### config.mk
export PLATFORM = sky130hd
export DESIGN_NAME = brightness_gated_image_average
export DESIGN_NICKNAME = d
export VERILOG_FILES = /design/src/rtl/core/bgia_pkg.sv /design/src/rtl/core/brightness_gated_image_average.sv /design/src/rtl/core/bgia_front.sv /design/src/rtl/core/bgia_queue.sv /design/src/rtl/core/bgia_div.sv
export SDC_FILE = /design/constraint.sdc
export NUM_CORES = 1
export LEC_CHECK = 0
export BUFFER_PORTS_ARGS = -buffer_cell sky130_fd_sc_hd__buf_4
export CAP_MARGIN = 15
export CORE_UTILIZATION = 60
export CTS_CLUSTER_DIAMETER = 120
export DETAILED_ROUTE_END_ITERATION = 10
export PLACE_DENSITY = 0.82
export SLEW_MARGIN = 25
export SYNTH_ARGS = -nofsm -noshare
export SYNTH_HDL_FRONTEND = slang
export SYNTH_SLANG_ARGS = --single-unit
### constraint.sdc
create_clock -name i_clk -period 17.8 [get_ports i_clk]
set_clock_uncertainty 0.1 [all_clocks]
set_input_delay 1.78 -clock i_clk [delete_from_list [all_inputs] [get_ports i_clk]]
set_output_delay 1.78 -clock i_clk [all_outputs]
set_load 0.03 [all_outputs]
### src/rtl/core/bgia_pkg.sv
`timescale 1ns / 1ps
// -----------------------------------------------------------------------------
// bgia_pkg
// Shared types and constants for the brightness gated image average block.
// -----------------------------------------------------------------------------
package bgia_pkg;

    localparam int MAX_IMAGES_DEF = 16;

    localparam int CFG_IDX_W  = 2;
    localparam int CFG_DATA_W = 8;

    localparam logic [CFG_IDX_W-1:0] REG_IMAGE_COUNT = 2'd0;
    localparam logic [CFG_IDX_W-1:0] REG_CUTOFF_SPAN = 2'd1;

    localparam logic [4:0] IMAGE_COUNT_RST = 5'd1;
    localparam logic [7:0] CUTOFF_SPAN_RST = 8'd200;

    typedef struct packed {
        logic [7:0] pattern_level;
        logic [3:0] image_index;
        logic [7:0] pixel_red;
        logic [7:0] pixel_green;
        logic [7:0] pixel_blue;
        logic       last_image;
    } t_in_item;

    typedef struct packed {
        logic [7:0] avg_red;
        logic [7:0] avg_green;
        logic [7:0] avg_blue;
        logic [4:0] included_count;
    } t_out_item;

endpackage

### src/rtl/core/brightness_gated_image_average.sv
`timescale 1ns / 1ps
// Throughput: one input beat per cycle within a pixel while o_full is low;
// the divider takes one pixel at a time (load, 8 quotient bits, hand-off)
// and takes a new one only after the last is handed off; a two-entry
// queue of pixel totals lets the accumulator run ahead of it.
// Reset: synchronous, active low; clears sums, empties queue and output,
// idles the divider, and returns image_count to 1 and cutoff_span to 200.
// -----------------------------------------------------------------------------
// brightness_gated_image_average
// Brightness gated per-pixel average of several source images.
// -----------------------------------------------------------------------------
module brightness_gated_image_average
    import bgia_pkg::*;
#(
    parameter int MAX_IMAGES = MAX_IMAGES_DEF
) (
    input  logic                  i_clk,
    input  logic                  i_rst_n,
    input  logic                  i_push,
    output logic                  o_full,
    input  t_in_item              i_in_item,
    output logic                  o_empty,
    input  logic                  i_pop,
    output t_out_item             o_out_item,
    input  logic                  i_cfg_valid,
    output logic                  o_cfg_ready,
    input  logic [CFG_IDX_W-1:0]  i_cfg_index,
    input  logic [CFG_DATA_W-1:0] i_cfg_data
);

    localparam int CW = $clog2(MAX_IMAGES + 1);
    localparam int SW = 8 + CW;
    localparam int EW = 3 * SW + CW;

    logic [4:0]    r_image_count;
    logic [7:0]    r_cutoff_span;
    logic          accept;
    logic          push_tot;
    logic [EW-1:0] totals;
    logic [EW-1:0] q_data;
    logic          q_full;
    logic          q_empty;
    logic          q_pop;

    assign o_cfg_ready = 1'b1;
    assign o_full      = q_full;
    assign accept      = i_push && !q_full;

    always_ff @(posedge i_clk) begin
        if (!i_rst_n) begin
            r_image_count <= IMAGE_COUNT_RST;
            r_cutoff_span <= CUTOFF_SPAN_RST;
        end else if (i_cfg_valid) begin
            case (i_cfg_index)
                REG_IMAGE_COUNT: r_image_count <= i_cfg_data[4:0];
                REG_CUTOFF_SPAN: r_cutoff_span <= i_cfg_data[7:0];
                default: begin
                end
            endcase
        end
    end

    bgia_front #(
        .MAX_IMAGES (MAX_IMAGES),
        .CW         (CW),
        .SW         (SW)
    ) u_front (
        .i_clk         (i_clk),
        .i_rst_n       (i_rst_n),
        .i_accept      (accept),
        .i_item        (i_in_item),
        .i_image_count (r_image_count),
        .i_cutoff_span (r_cutoff_span),
        .o_push        (push_tot),
        .o_totals      (totals)
    );

    bgia_queue #(
        .EW (EW)
    ) u_queue (
        .i_clk   (i_clk),
        .i_rst_n (i_rst_n),
        .i_push  (push_tot),
        .i_data  (totals),
        .i_pop   (q_pop),
        .o_data  (q_data),
        .o_full  (q_full),
        .o_empty (q_empty)
    );

    bgia_div #(
        .MAX_IMAGES (MAX_IMAGES),
        .CW         (CW),
        .SW         (SW)
    ) u_div (
        .i_clk     (i_clk),
        .i_rst_n   (i_rst_n),
        .i_q_empty (q_empty),
        .i_totals  (q_data),
        .o_q_pop   (q_pop),
        .i_pop     (i_pop),
        .o_empty   (o_empty),
        .o_item    (o_out_item)
    );

endmodule

### src/rtl/core/bgia_front.sv
`timescale 1ns / 1ps
// -----------------------------------------------------------------------------
// bgia_front
// Threshold test and per-channel accumulation; emits pixel totals on last.
// -----------------------------------------------------------------------------
module bgia_front
    import bgia_pkg::*;
#(
    parameter int MAX_IMAGES = MAX_IMAGES_DEF,
    parameter int CW         = $clog2(MAX_IMAGES + 1),
    parameter int SW         = 8 + CW
) (
    input  logic               i_clk,
    input  logic               i_rst_n,
    input  logic               i_accept,
    input  t_in_item           i_item,
    input  logic [4:0]         i_image_count,
    input  logic [7:0]         i_cutoff_span,
    output logic               o_push,
    output logic [3*SW+CW-1:0] o_totals
);

    logic [SW-1:0] r_sum_r, r_sum_g, r_sum_b;
    logic [CW-1:0] r_cnt;
    logic [SW-1:0] n_sum_r, n_sum_g, n_sum_b;
    logic [CW-1:0] n_cnt;
    logic [12:0]   lhs;
    logic [12:0]   rhs;
    logic          take;

    always_comb begin
        lhs  = 13'(i_item.pattern_level) * 13'(i_image_count);
        rhs  = 13'(i_cutoff_span) * 13'(i_item.image_index);
        take = (lhs >= rhs) && (r_cnt < CW'(MAX_IMAGES));
        n_sum_r = r_sum_r;
        n_sum_g = r_sum_g;
        n_sum_b = r_sum_b;
        n_cnt   = r_cnt;
        if (take) begin
            n_sum_r = r_sum_r + SW'(i_item.pixel_red);
            n_sum_g = r_sum_g + SW'(i_item.pixel_green);
            n_sum_b = r_sum_b + SW'(i_item.pixel_blue);
            n_cnt   = r_cnt + CW'(1);
        end
    end

    assign o_push   = i_accept && i_item.last_image;
    assign o_totals = {n_sum_r, n_sum_g, n_sum_b, n_cnt};

    always_ff @(posedge i_clk) begin
        if (!i_rst_n) begin
            r_sum_r <= '0;
            r_sum_g <= '0;
            r_sum_b <= '0;
            r_cnt   <= '0;
        end else if (i_accept) begin
            if (i_item.last_image) begin
                r_sum_r <= '0;
                r_sum_g <= '0;
                r_sum_b <= '0;
                r_cnt   <= '0;
            end else begin
                r_sum_r <= n_sum_r;
                r_sum_g <= n_sum_g;
                r_sum_b <= n_sum_b;
                r_cnt   <= n_cnt;
            end
        end
    end

endmodule

### src/rtl/core/bgia_queue.sv
`timescale 1ns / 1ps
// -----------------------------------------------------------------------------
// bgia_queue
// Two-entry queue of pixel totals between accumulator and divider.
// -----------------------------------------------------------------------------
module bgia_queue
    import bgia_pkg::*;
#(
    parameter int EW = 8
) (
    input  logic          i_clk,
    input  logic          i_rst_n,
    input  logic          i_push,
    input  logic [EW-1:0] i_data,
    input  logic          i_pop,
    output logic [EW-1:0] o_data,
    output logic          o_full,
    output logic          o_empty
);

    logic [EW-1:0] r_mem [2];
    logic          r_wr_ptr;
    logic          r_rd_ptr;
    logic [1:0]    r_fill;

    assign o_data  = r_mem[r_rd_ptr];
    assign o_full  = (r_fill == 2'd2);
    assign o_empty = (r_fill == 2'd0);

    always_ff @(posedge i_clk) begin
        if (i_push) begin
            r_mem[r_wr_ptr] <= i_data;
        end
    end

    always_ff @(posedge i_clk) begin
        if (!i_rst_n) begin
            r_wr_ptr <= 1'b0;
            r_rd_ptr <= 1'b0;
            r_fill   <= 2'd0;
        end else begin
            if (i_push) begin
                r_wr_ptr <= ~r_wr_ptr;
            end
            if (i_pop) begin
                r_rd_ptr <= ~r_rd_ptr;
            end
            if (i_push && !i_pop) begin
                r_fill <= r_fill + 2'd1;
            end else if (i_pop && !i_push) begin
                r_fill <= r_fill - 2'd1;
            end
        end
    end

endmodule

### src/rtl/core/bgia_div.sv
`timescale 1ns / 1ps
// -----------------------------------------------------------------------------
// bgia_div
// Restoring divider, one quotient bit per cycle on all three channels,
// with the result register that feeds the output port.
// -----------------------------------------------------------------------------
module bgia_div
    import bgia_pkg::*;
#(
    parameter int MAX_IMAGES = MAX_IMAGES_DEF,
    parameter int CW         = $clog2(MAX_IMAGES + 1),
    parameter int SW         = 8 + CW
) (
    input  logic               i_clk,
    input  logic               i_rst_n,
    input  logic               i_q_empty,
    input  logic [3*SW+CW-1:0] i_totals,
    output logic               o_q_pop,
    input  logic               i_pop,
    output logic               o_empty,
    output t_out_item          o_item
);

    localparam logic [1:0] ST_IDLE = 2'd0;
    localparam logic [1:0] ST_DIV  = 2'd1;
    localparam logic [1:0] ST_HOLD = 2'd2;

    logic [1:0]    r_state;
    logic [2:0]    r_step;
    logic [SW-1:0] r_rem_r, r_rem_g, r_rem_b;
    logic [SW-1:0] r_dsh;
    logic [CW-1:0] r_cnt;
    logic [7:0]    r_q_r, r_q_g, r_q_b;
    logic          r_out_valid;
    t_out_item     r_out;
    logic          ge_r, ge_g, ge_b;
    logic          load_out;

    assign o_q_pop  = (r_state == ST_IDLE) && !i_q_empty;
    assign load_out = (r_state == ST_HOLD) && (!r_out_valid || i_pop);
    assign o_empty  = !r_out_valid;
    assign o_item   = r_out;

    assign ge_r = r_rem_r >= r_dsh;
    assign ge_g = r_rem_g >= r_dsh;
    assign ge_b = r_rem_b >= r_dsh;

    // datapath: no reset needed
    always_ff @(posedge i_clk) begin
        if (o_q_pop) begin
            r_rem_r <= i_totals[3*SW+CW-1 -: SW];
            r_rem_g <= i_totals[2*SW+CW-1 -: SW];
            r_rem_b <= i_totals[SW+CW-1 -: SW];
            r_cnt   <= i_totals[CW-1:0];
            r_dsh   <= SW'(i_totals[CW-1:0]) << 7;
            r_q_r   <= '0;
            r_q_g   <= '0;
            r_q_b   <= '0;
        end else if (r_state == ST_DIV) begin
            if (ge_r) r_rem_r <= r_rem_r - r_dsh;
            if (ge_g) r_rem_g <= r_rem_g - r_dsh;
            if (ge_b) r_rem_b <= r_rem_b - r_dsh;
            r_q_r <= {r_q_r[6:0], ge_r};
            r_q_g <= {r_q_g[6:0], ge_g};
            r_q_b <= {r_q_b[6:0], ge_b};
            r_dsh <= r_dsh >> 1;
        end
        if (load_out) begin
            // empty pixel: divisor of zero would give all ones
            r_out.avg_red        <= (r_cnt == '0) ? 8'd0 : r_q_r;
            r_out.avg_green      <= (r_cnt == '0) ? 8'd0 : r_q_g;
            r_out.avg_blue       <= (r_cnt == '0) ? 8'd0 : r_q_b;
            r_out.included_count <= 5'(r_cnt);
        end
    end

    always_ff @(posedge i_clk) begin
        if (!i_rst_n) begin
            r_state     <= ST_IDLE;
            r_step      <= '0;
            r_out_valid <= 1'b0;
        end else begin
            case (r_state)
                ST_IDLE: begin
                    if (o_q_pop) begin
                        r_state <= ST_DIV;
                        r_step  <= 3'd7;
                    end
                end
                ST_DIV: begin
                    r_step <= r_step - 3'd1;
                    if (r_step == 3'd0) begin
                        r_state <= ST_HOLD;
                    end
                end
                ST_HOLD: begin
                    if (load_out) begin
                        r_state <= ST_IDLE;
                    end
                end
                default: begin
                    r_state <= ST_IDLE;
                end
            endcase
            if (load_out) begin
                r_out_valid <= 1'b1;
            end else if (i_pop) begin
                r_out_valid <= 1'b0;
            end
        end
    end

endmodule

==> results of run 1 <==
[final cells by class]
class | count | area, um^2 | share of cell area [%]
Timing Repair Buffer | 93 | 718.2 | 4.131
Clock buffer | 36 | 794.5 | 4.570
Multi-Input combinational cell | 1121 | 7983 | 45.92
Sequential cell | 265 | 6968 | 40.08
Tap cell | 330 | 412.9 | 2.375
Clock inverter | 16 | 201.4 | 1.159
Inverter | 82 | 307.8 | 1.770
[layer usage]
layer	vias to the layer above	wire length, um
met5	-	0
met4	0	489
met3	46	2167
met2	377	15650
met1	5449	14540
li1	5588	-
[metrics by stage]
| stage | hold slack (ns) | total power [W] | utilization, % | cells | setup WS [ns] |
|---|---|---|---|---|---|
| 2_1_floorplan | 0.3169 | 0.001752 | - | 1526 | 10.87 |
| 3_3_place_gp | 0.3340 | 0.001961 | 64.77 | 1890 | 10.06 |
| 3_5_place_dp | 0.3396 | 0.002006 | 64.77 | 1890 | 9.958 |
| 4_1_cts | 0.3547 | 0.002643 | 68.72 | 1942 | 10.52 |
| 5_1_grt | 0.3603 | 0.002817 | 68.84 | 1943 | 10.24 |
| 6_report | 0.3506 | 0.002651 | 68.84 | 1943 | 10.53 |
[cells in the mapped netlist (all sizes together) (3+ instances only)]
library cell  number
and2              61
and4               4
a21o              19
o41a               3
o31a               7
o221ai             3
nor2              90
a211oi            25
fa                36
ha               113
a211o              4
nor3              28
dfxtp             99
buf               21
nor2b             48
o21a              18
or3                7
clkbuf            37
or4               10
nand2b            12
o21ai             43
a22o              25
o211a              3
o31ai             10
nand3             25
o211ai            18
o2111a             4
a21oi            107
and3               4
a31oi              7
nand4             14
inv               81
mux2               7
o21bai             7
a2111oi            3
nand2            210
or2                8
mux2i             34
xor2              32
nor4               8
edfxtp           166
xnor2             45
[state kept, by name, summed over array words and instances, names as in the netlist, 3 cells and up, named ones only]
name,cells
u_queue.r_mem,88
u_div.o_item,29
u_div.r_rem_b,13
u_div.r_rem_g,13
u_div.r_rem_r,13
u_front.r_sum_b,13
u_front.r_sum_g,13
u_front.r_sum_r,13
u_div.r_dsh,12
r_cutoff_span,8
u_div.r_q_b,8
u_div.r_q_g,8
u_div.r_q_r,8
r_image_count,5
u_div.r_cnt,5
u_front.r_cnt,5
u_div.r_step,3
[kinds of logic (layout without fill, tap and decap cells)]
group / Yosys count / count (layout)
flip-flops: 265 / 265
XOR/XNOR: 77 / 77
buffers and inverters: 140 / 227
AO/OA/AOI/OAI: 321 / 321
multiplexers: 41 / 41
adder cells (fa/ha/maj): 149 / 149
AND/OR/NAND/NOR: 532 / 532
other: 1 / 1
[path summary, 6_finish.rpt]
kind	end	startpoint	cells past startpoint	slack [ns]
max reg2reg	u_front.r_cnt[0]	r_image_count[4]	19	11.37
min reg2reg	u_div.o_item[1]	u_div.r_cnt[1]	0	0.35
min	u_div.o_item[1]	u_div.r_cnt[1]	0	0.35
max	u_front.r_cnt[0]	i_in_item[26]	22	10.53
[power breakdown]
| group | internal, W | switching [W] |
|---|---|---|
| clock network | 0.000376 | 0.000244 |
| registers | 0.000848 | 0.0000457 |
| logic | 0.000424 | 0.000713 |
[layout by cell type (no fill, tap or decap), types with 5 or more instances in the layout]
master,synthesis,routed
nand2_1,210,210
edfxtp_1,166,166
ha_1,113,113
a21oi_1,107,106
dfxtp_1,99,98
buf_4,5,92
nor2_1,89,88
inv_1,81,81
and2_1,61,61
nor2b_1,48,46
xnor2_1,45,45
o21ai_0,41,41
fa_1,36,36
mux2i_1,34,34
xor2_1,32,32
clkbuf_16,0,31
nor3_1,26,26
a211oi_1,25,25
nand3_1,25,25
a22o_1,25,25
a21o_1,19,19
o21a_1,18,18
o211ai_1,18,18
nand4_1,14,14
nand2b_1,12,12
or4_1,10,10
o31ai_1,9,9
or2_2,8,8
nor4_1,8,8
o21bai_1,7,7
o31a_1,7,7
or3_1,7,7
mux2_2,7,7
a31oi_1,7,7
clkbuf_1,37,5
==> results.md, run 1 <==
- Final wirelength: 32840 um
- Drt drc: 0
- Critical path class: in -> reg
- Largest net degree at the start of global routing: 84
- Final Critical Period: ~7.3 ns
- Maximum buffer depth of the clock tree: 3
- Largest family of logic cells by synthesized area: simple AND/OR/NAND/NOR gates
- Tcrit/Tclk final: between 40% and 50%
- Antenna cells: 0
- YS warnings: 0
- Share of layout cells above drive strength 1: roughly a tenth
- Post-route ant nets: 0
- Cts repair resizes: 0
- Final instance area: 17390 um^2
- GRT Resource Usage Total: 25.38%
- GP Congestion: around 0.83
- Dpl cell area: about 16000 um^2
- Dominant synthesized flop cell: edfxtp_1
- Slew Viols, Final: 0
- Fin nets: 1792
- Die Ht: 162.9 um
- Register area share after synthesis: between 40% and 50%
- Setup Buffers After CTS: 0
- Top cell type's share of synthesized area: around a third
- Synth Area in Simple Gates: roughly 17%
- Synth cell types: 70
- CP cell instances: buf_4 > and2_1 > fa_1 > inv_1 > fa_1 > inv_1 > ha_1 > a21o_1 > a21oi_1 > o21bai_1 > a2111oi_0 > o31ai_1 > a21oi_1 > xor2_1 > ha_1 > or4_1 > a21oi_1 > o21ai_0 > o211a_1 > nor3_2 > o21a_1 > mux2_2
- Core area: 25250 um^2
- Post-synth EDFFs: about 170
- Hpwl dp: approximately 23000 um
- Async set or reset register ratio after synthesis: 0%
- Met2 Use GR: between 40% and 50%
- Synth area leaders: edfxtp_1 (32%), dfxtp_1 (13%), ha_1 (9.1%)
- Vias in the first global route: around 11000
- Number of max-cap violations: 0
- Die area: 26530 um^2
- XOR/XNOR Fraction of Synth Area: roughly 4.3%
- Slowest-stage cell, CP: o21a_1
- Status: finished clean
- Avg Inst Size Synth: 10.18 um^2
- Worst min path class: reg -> reg
- Setup_tns: 0 ns
- Syn_nets: about 1700
- Clk_lat worst skew: 0.54 ns
- Inserted Clock Buffers: 28
- Grt total ovfl: 0
- Area growth syn-to-layout: 11.96%
- Mapped Area: about 16000 um^2
- Slew @ Worst Pin: about 1.0 ns
- Crit-path max FO: 26
- Buf/Inv on CP: 3
- Worst-case vdd ir drop: 0.08120 mV
- Buffers on Ports: slightly above 80
- Via count: around 11000
- Avg WL per Cell: 16.90 um
- # IOs: 84
- Worst setup EP type: register
- Worst path required time: 18.17 ns
- 1st-iter DRT viols: 893
- P_leak: roughly 7.2 nW
- Post-Synthesis Cells: between 1500 and 2000
- CP Launch Type: input pin
- CP top delay family: compound AO/OA/AOI/OAI gates
- Final setup fails: 0
- Max-slew headroom: around 30%
- Sink Count: between 200 and 300
- Pwr dens: about 150 nW/um^2
- Post-CTS Hold Buffers: 0
- H-tree levels: 1
- First-pass GRT wire length: approximately 54000 um
- Endpoints failing hold: 0
- RSZ-0062 raised after global routing: no
- Num rows: 58
- Clock Pin Slew Worst Setup and Hold Paths: 0.06 ns
- Yosys reg bits: around 270
- Die width: 162.9 um
- Synth Area in Adders: 13.75%
- CP arrival: roughly 7.6 ns
- Filler cells: 1925
- Root buffer cell: clkbuf_16
- Post-synthesis compound-gate area fraction: between 10% and 20%
- DRT Pass-1 Iters: 6
- CTS tree: built
- Biggest area consumer among synthesized cells: edfxtp_1
- CP most frequent cell: a21oi_1
- Initial core utilization: 61.49%
- Largest stage delay, worst path: roughly 0.82 ns
- Fmax: 137.6 MHz
- Grt peak-use layer: met2
- Mux share of post-synthesis cell area: roughly 2.7%
- M3 GR Usage: about 3.5%
- Initial antenna violation count: 0
- Via/cell ratio: 5.898
- M1 GR Usage: a little over a third
Note: power is estimated with default switching activity, not from simulation.
==> inputs of run 2 (changes only) <==
==> constraint.sdc (replaced) <==
create_clock -name i_clk -period 6.88 [get_ports i_clk]
set_clock_uncertainty 0.1 [all_clocks]
set_input_delay 0.688 -clock i_clk [delete_from_list [all_inputs] [get_ports i_clk]]
set_output_delay 0.688 -clock i_clk [all_outputs]
set_load 0.03 [all_outputs]
==> run 2 against run 1 <==
Via count is 0.68% higher. Global-route usage is 0.39 points higher. Total power grew to 2.6 times the previous value. First-iteration DRC count is 14% higher. Final area hardly changed. Clock power grew to 2.5 times the previous value. Critical path type is now reg -> reg. Non-clock buffer count is 4 higher. Core utilization hardly changed. Count of clock-buffer cells in the layout is 3 higher. Largest power group unchanged. Die area stayed put. Cell count is 0.21% higher. Register-to-register slack worse by 11 ns.
==> results.md, run 2 (synthesis results as in run 1) <==
- RSZ-0062 raised after global routing: no
- Reg-to-reg startpoint: r_image_count[4]
- Vias in the first global route: 11200 (+1.6%)
- Drt drc: 0 (unchanged)
- Commonest non-fill, non-tap cells in the layout: nand2_1 (210), edfxtp_1 (166), ha_1 (113)
- Crit-path max FO: 15 (-42%)
- Pwr dens: 390.8 nW/um^2 (+160%)
- Largest register FFs: 88 (unchanged)
- Core area: 25250 um^2 (unchanged)
- Slew @ Worst Pin: 0.9186 ns (-0.1257 ns)
- Max-slew headroom: 38.63% (+8.2 points)
- Tcrit/Tclk final: just over 90%
- First-pass GRT wire length: 55120 um (+1.8%)
- Endpoints failing hold: 0 (unchanged)
- P_leak: 7.228 nW (about the same)
- Initial core utilization: 61.49% (unchanged)
- Setup_tns: 0 ns (unchanged)
- Hold_sp: i_cfg_data[7]
- Antenna cells: 0 (unchanged)
- Final setup margin: 0.5690 ns (-9.963 ns)
- Worst-case vdd ir drop: 0.2536 mV (+210%)
- Buffers on Ports: 82 (unchanged)
- Setup Buffers After CTS: 0 (unchanged)
- Largest Register: u_queue.r_mem
- Number of max-cap violations: 0 (unchanged)
- Maximum buffer depth of the clock tree: 3 (unchanged)
- Fin nets: 1796 (+0.22%)
- Sink Count: 265 (unchanged)
- Final Critical Period: 6.311 ns
- Hpwl dp: 23160 um (+0.57%)
- Worst min path class: in -> reg
- Via/cell ratio: 5.926 (+0.47%)
- Most common cell after layout, fill and taps aside: nand2_1
- Status: finished clean
- Post-route ant nets: 0 (unchanged)
- Power Total: 0.006790 W (+160%)
- CTS tree: built
- Critical path class: reg -> reg
- Grt total ovfl: 0 (unchanged)
- DRT Pass-1 Iters: 6 (unchanged)
- Root buffer cell: clkbuf_16
- Worst path required time: 7.07 ns (-11.10 ns)
- Post-CTS Hold Buffers: 0 (unchanged)
- Num rows: 58 (unchanged)
- Worst setup EP type: register
- Clock Pin Slew Worst Setup and Hold Paths: 0.07 ns (about the same)
- CP Launch Type: register
- CP arrival: 6.50 ns (-1.14 ns)
- # IOs: 84 (unchanged)
- Die width: 162.9 um (unchanged)
- Initial antenna violation count: 1 (+1)
- GRT Resource Usage Total: 25.78% (+0.39 points)
- Final wirelength: 32990 um (+0.45%)
- Die Ht: 162.9 um (unchanged)
- Slew Viols, Final: 0 (unchanged)
- Pre-CTS setup slack: 0.4012 ns (-9.557 ns)
- Share of layout cells above drive strength 1: 10.64% (+0.22 points)
- Final setup fails: 0 (unchanged)
- 1st-iter DRT viols: 1016 (+14%)
- Die area: 26530 um^2 (unchanged)
- Largest net degree at the start of global routing: 68 (-19%)
- Fmax: 158.5 MHz
- CP Launch Point: r_image_count[4]
- Avg WL per Cell: 16.94 um (+0.24%)
- Cts repair resizes: 0 (unchanged)
- Clk_lat worst skew: 0.56 ns (+0.02 ns)
- GP Congestion: 0.8655 (+3.9%)
- Inserted Clock Buffers: 28 (unchanged)
- Area growth syn-to-layout: 11.90% (about the same)
- Via count: 11540 (+0.68%)
- H-tree levels: 1 (unchanged)
- WHS: 0.2692 ns (-0.08138 ns)
==> run 2: cell count changes in the layout (fill, tap and decap cells not counted), sizes merged <==
| cell | before | now |
|---|---|---|
| clkinv | 6 | 9 |
| buf | 93 | 97 |
| bufinv | 4 | 2 |
| inv | 86 | 82 |
| clkbuf | 36 | 39 |
==> run 2: cell type report <==
class	count	area, um^2
timing repair buffer	97	728.2
tap	330	412.9
inverter	82	307.8
fill	1860	7878
multi-input combinational	1121	7983
sequential	265	6968
clock buffer	39	835.8
clock inverter	13	141.4
==> run 2: worst paths after layout <==
check | end | depth (start not counted) | slack, ns
max | u_queue.r_mem[1][30] | 20 | 0.57
min | r_cutoff_span[7] | 3 | 0.27
max reg2reg | u_queue.r_mem[1][30] | 20 | 0.57
min reg2reg | u_div.o_item[4] | 0 | 0.34
==> run 2: power breakdown <==
group	leakage (nW)	internal, W	switching, W
sequential	2.35	0.00219	0.000119
combinational	4.40	0.00110	0.00183
clock	0.477	0.000928	0.000625
==> run 2: per-stage QoR <==
| step | instances | instance area, um^2 | utilization [%] |
|---|---|---|---|
| floorplan | 1526 | 15530 | - |
| global placement | 1895 | 16400 | 64.92 |
| detailed placement | 1895 | 16400 | 64.92 |
| CTS | 1947 | 17370 | 68.79 |
| global route | 1947 | 17380 | 68.81 |
| finish | 1947 | 17380 | 68.81 |
==> run 2: layer usage <==
layer / global-route usage, % / vias to the layer above / routed length, um
met4: 7.392 / 0 / 717
met3: 3.132 / 66 / 2118
met1: 34.92 / 5481 / 14350
met2: 43.44 / 385 / 15810
li1: - / 5606 / -
met5: 0 / - / 0
==> run 2: critical path, stage by stage (launching register included) <==
cell and delay, ns:
dfxtp_1 0.51, nand2_1 0.13, fa_1 0.52, fa_1 0.52, fa_1 0.55, inv_1 0.04
ha_1 0.34, a21oi_1 0.24, nor2b_1 0.09, o21a_1 0.19, o41ai_1 0.46, o211ai_1 0.20
ha_1 0.24, or4_1 0.49, a21oi_1 0.12, o21ai_0 0.11, o21ai_0 0.38, a21oi_4 0.23
buf_4 0.24, and2_1 0.18, xor2_1 0.17
==> inputs of run 3 (changes only) <==
--- a/config.mk
+++ b/config.mk
@@ -11,6 +11,7 @@
 export CTS_CLUSTER_DIAMETER = 120
 export DETAILED_ROUTE_END_ITERATION = 10
 export PLACE_DENSITY = 0.82
+export REMOVE_ABC_BUFFERS = 1
 export SLEW_MARGIN = 25
 export SYNTH_ARGS = -nofsm -noshare
 export SYNTH_HDL_FRONTEND = slang
==> run 3 against run 2 <==
Global-route usage down 1.1 points. Highest routed layer unchanged. Register-to-register slack better by 0.16 ns. Worst setup slack gained 0.16 ns. Worst hold slack lost 0.014 ns. Combinational power about the same. Clock power is 12% lower. Die area is the same. Sequential share of layout area grew 0.32 points. Cell count down 0.10%. Core utilization fell by 0.55 points. Total power is 2.9% lower. Largest cell class unchanged. Via count fell by 1.5%.
==> results.md, run 3 (synthesis results as in run 1) <==
- Hpwl dp: 23150 um (about the same)
- Root buffer cell: clkbuf_16
- Number of max-cap violations: 0 (unchanged)
- Storage cell area: 6968 um^2 (unchanged)
- Final Critical Period: 6.151 ns (-0.1596 ns)
- Power Total: 0.006590 W (-2.9%)
- CP arrival: 6.34 ns (-0.16 ns)
- Core area: 25250 um^2 (unchanged)
- WHS: 0.2554 ns (-0.01380 ns)
- Tcrit/Tclk final: 89.41% (-2.3 points)
- H-tree levels: 1 (unchanged)
- Pre-CTS setup slack: 0.4561 ns (+0.05496 ns)
- Crit-path max FO: 24 (+9)
- Fin nets: 1795 (-0.056%)
- # IOs: 84 (unchanged)
- Via count: 11370 (-1.5%)
- Max-slew headroom: 48.71% (+10 points)
- Post-route ant nets: 0 (unchanged)
- Die Ht: 162.9 um (unchanged)
- Fmax: 162.6 MHz (+2.6%)
- Status: finished clean
- Sink Count: 265 (unchanged)
- Antenna cells: 0 (unchanged)
- Final setup margin: 0.7286 ns (+0.1596 ns)
- Grt total ovfl: 0 (unchanged)
- Worst min path class: in -> reg
- Endpoints failing hold: 0 (unchanged)
- Share of layout cells above drive strength 1: 10.65% (+0.013 points)
- Largest net degree at the start of global routing: 63 (-7.4%)
- Worst setup EP type: register
- Area growth syn-to-layout: 11.01%
- Largest Register: u_queue.r_mem
- Slew Viols, Final: 0 (unchanged)
- Pwr dens: 382.3 nW/um^2 (-2.2%)
- GP Congestion: 0.8796 (+1.6%)
- Final setup fails: 0 (unchanged)
- Vias in the first global route: 11020 (-1.6%)
- Non-filler cells, final: 1945 (-0.10%)
- 1st-iter DRT viols: 771 (-24%)
- Cts repair resizes: 0 (unchanged)
- Num rows: 58 (unchanged)
- GRT Resource Usage Total: 24.71% (-1.1 points)
- Placed Instances: 1895 (unchanged)
- Setup Buffers After CTS: 0 (unchanged)
- First-pass GRT wire length: 52560 um (-4.7%)
- Final wirelength: 32170 um (-2.5%)
- DRT Pass-1 Iters: 5 (-1)
- Clock Pin Slew Worst Setup and Hold Paths: 0.06 ns (about the same)
- Maximum buffer depth of the clock tree: 3 (unchanged)
- Critical path class: reg -> reg
- Initial antenna violation count: 0 (-1)
- Commonest non-fill, non-tap cells in the layout: nand2_1 (210), edfxtp_1 (166), ha_1 (113)
- CTS tree: built
- Die width: 162.9 um (unchanged)
- Initial core utilization: 61.49% (unchanged)
- Inserted Clock Buffers: 27 (-3.6%)
- Largest register FFs: 88 (unchanged)
- Clk_lat worst skew: 0.55 ns (about the same)
- Slew @ Worst Pin: 0.7693 ns (-0.1493 ns)
- Die area: 26530 um^2 (unchanged)
- Worst path required time: 7.07 ns (about the same)
- Most common cell after layout, fill and taps aside: nand2_1
- CP Launch Type: register
- Multi-input logic area: 7990 um^2 (about the same)
- Filler cells: 1850 (-0.54%)
- RSZ-0062 raised after global routing: no
- Post-CTS Hold Buffers: 0 (unchanged)
- Worst-case vdd ir drop: 0.2329 mV (-8.1%)
- Via/cell ratio: 5.845 (-1.4%)
- Drt drc: 0 (unchanged)
- Avg WL per Cell: 16.54 um (-2.4%)
- Buffers on Ports: 82 (unchanged)
- P_leak: 7.179 nW (-0.69%)
-- run 3: cell types whose count changed in the layout (fill, tap and decap cells not counted), sizes merged --
cell,previous run,this run
inv,82,85
clkinvlp,2,0
clkbuf,39,33
bufinv,2,0
clkinv,9,14
-- run 3: metal layers --
layer | track usage (%) | up-vias | wire (um)
met4 | 9.983 | 0 | 1294
met2 | 42.38 | 349 | 15630
met5 | 0 | - | 0
met3 | 3.234 | 76 | 1879
met1 | 31.55 | 5350 | 13360
li1 | - | 5594 | -
-- run 3: area by class of cell --
class                      instances  share of cell area, %
tap                              330                  2.395
sequential                       265                  40.42
inverter                          82                  1.786
clock inverter                    17                 0.5952
timing repair buffer              97                  4.224
multi-input combinational       1121                  46.35
clock buffer                      33                  4.224
-- run 3: metrics by stage --
stage / TNS (ns) / cell area (um^2) / util (%)
after floorplan: -0.3855 / 15220 / -
after global placement: 0 / 16400 / 64.92
after detailed placement: 0 / 16400 / 64.93
after CTS: 0 / 17230 / 68.22
after global routing: 0 / 17240 / 68.26
final: 0 / 17240 / 68.26
-- run 3: report_power, final --
part | switching, W | leakage, nW | total (W) | internal [W]
sequential | 0.000117 | 2.35 | 0.00231 | 0.00219
clock | 0.000612 | 0.424 | 0.00137 | 0.000757
combinational | 0.00182 | 4.40 | 0.00291 | 0.00110
total | 0.00254 | 7.18 | 0.00659 | 0.00405
-- run 3: critical path, cell delays in order, from the launching register on --
cell and delay, ns:
dfxtp_1 0.48, nand2_1 0.13, fa_1 0.52, fa_1 0.51, fa_1 0.54, inv_1 0.04, ha_1 0.34, a21oi_1 0.23
nor2b_1 0.08, o21a_1 0.18, o41ai_1 0.47, or4b_1 0.48, o211ai_1 0.12, ha_1 0.18, or4_1 0.11, a21oi_1 0.03
o21ai_0 0.09, o21ai_0 0.20, a21oi_4 0.63, mux2_2 0.43
-- run 3: path summary, 6_finish.rpt --
path	startpoint	to	slack, ns	cells past startpoint
setup / recovery	r_image_count[4]	u_queue.r_mem[1][25]	0.73	19
hold / removal	i_cfg_data[6]	r_cutoff_span[6]	0.26	3
setup reg to reg	r_image_count[4]	u_queue.r_mem[1][25]	0.73	19
hold reg to reg	u_div.r_q_r[7]	u_div.r_q_r[7]	0.35	2
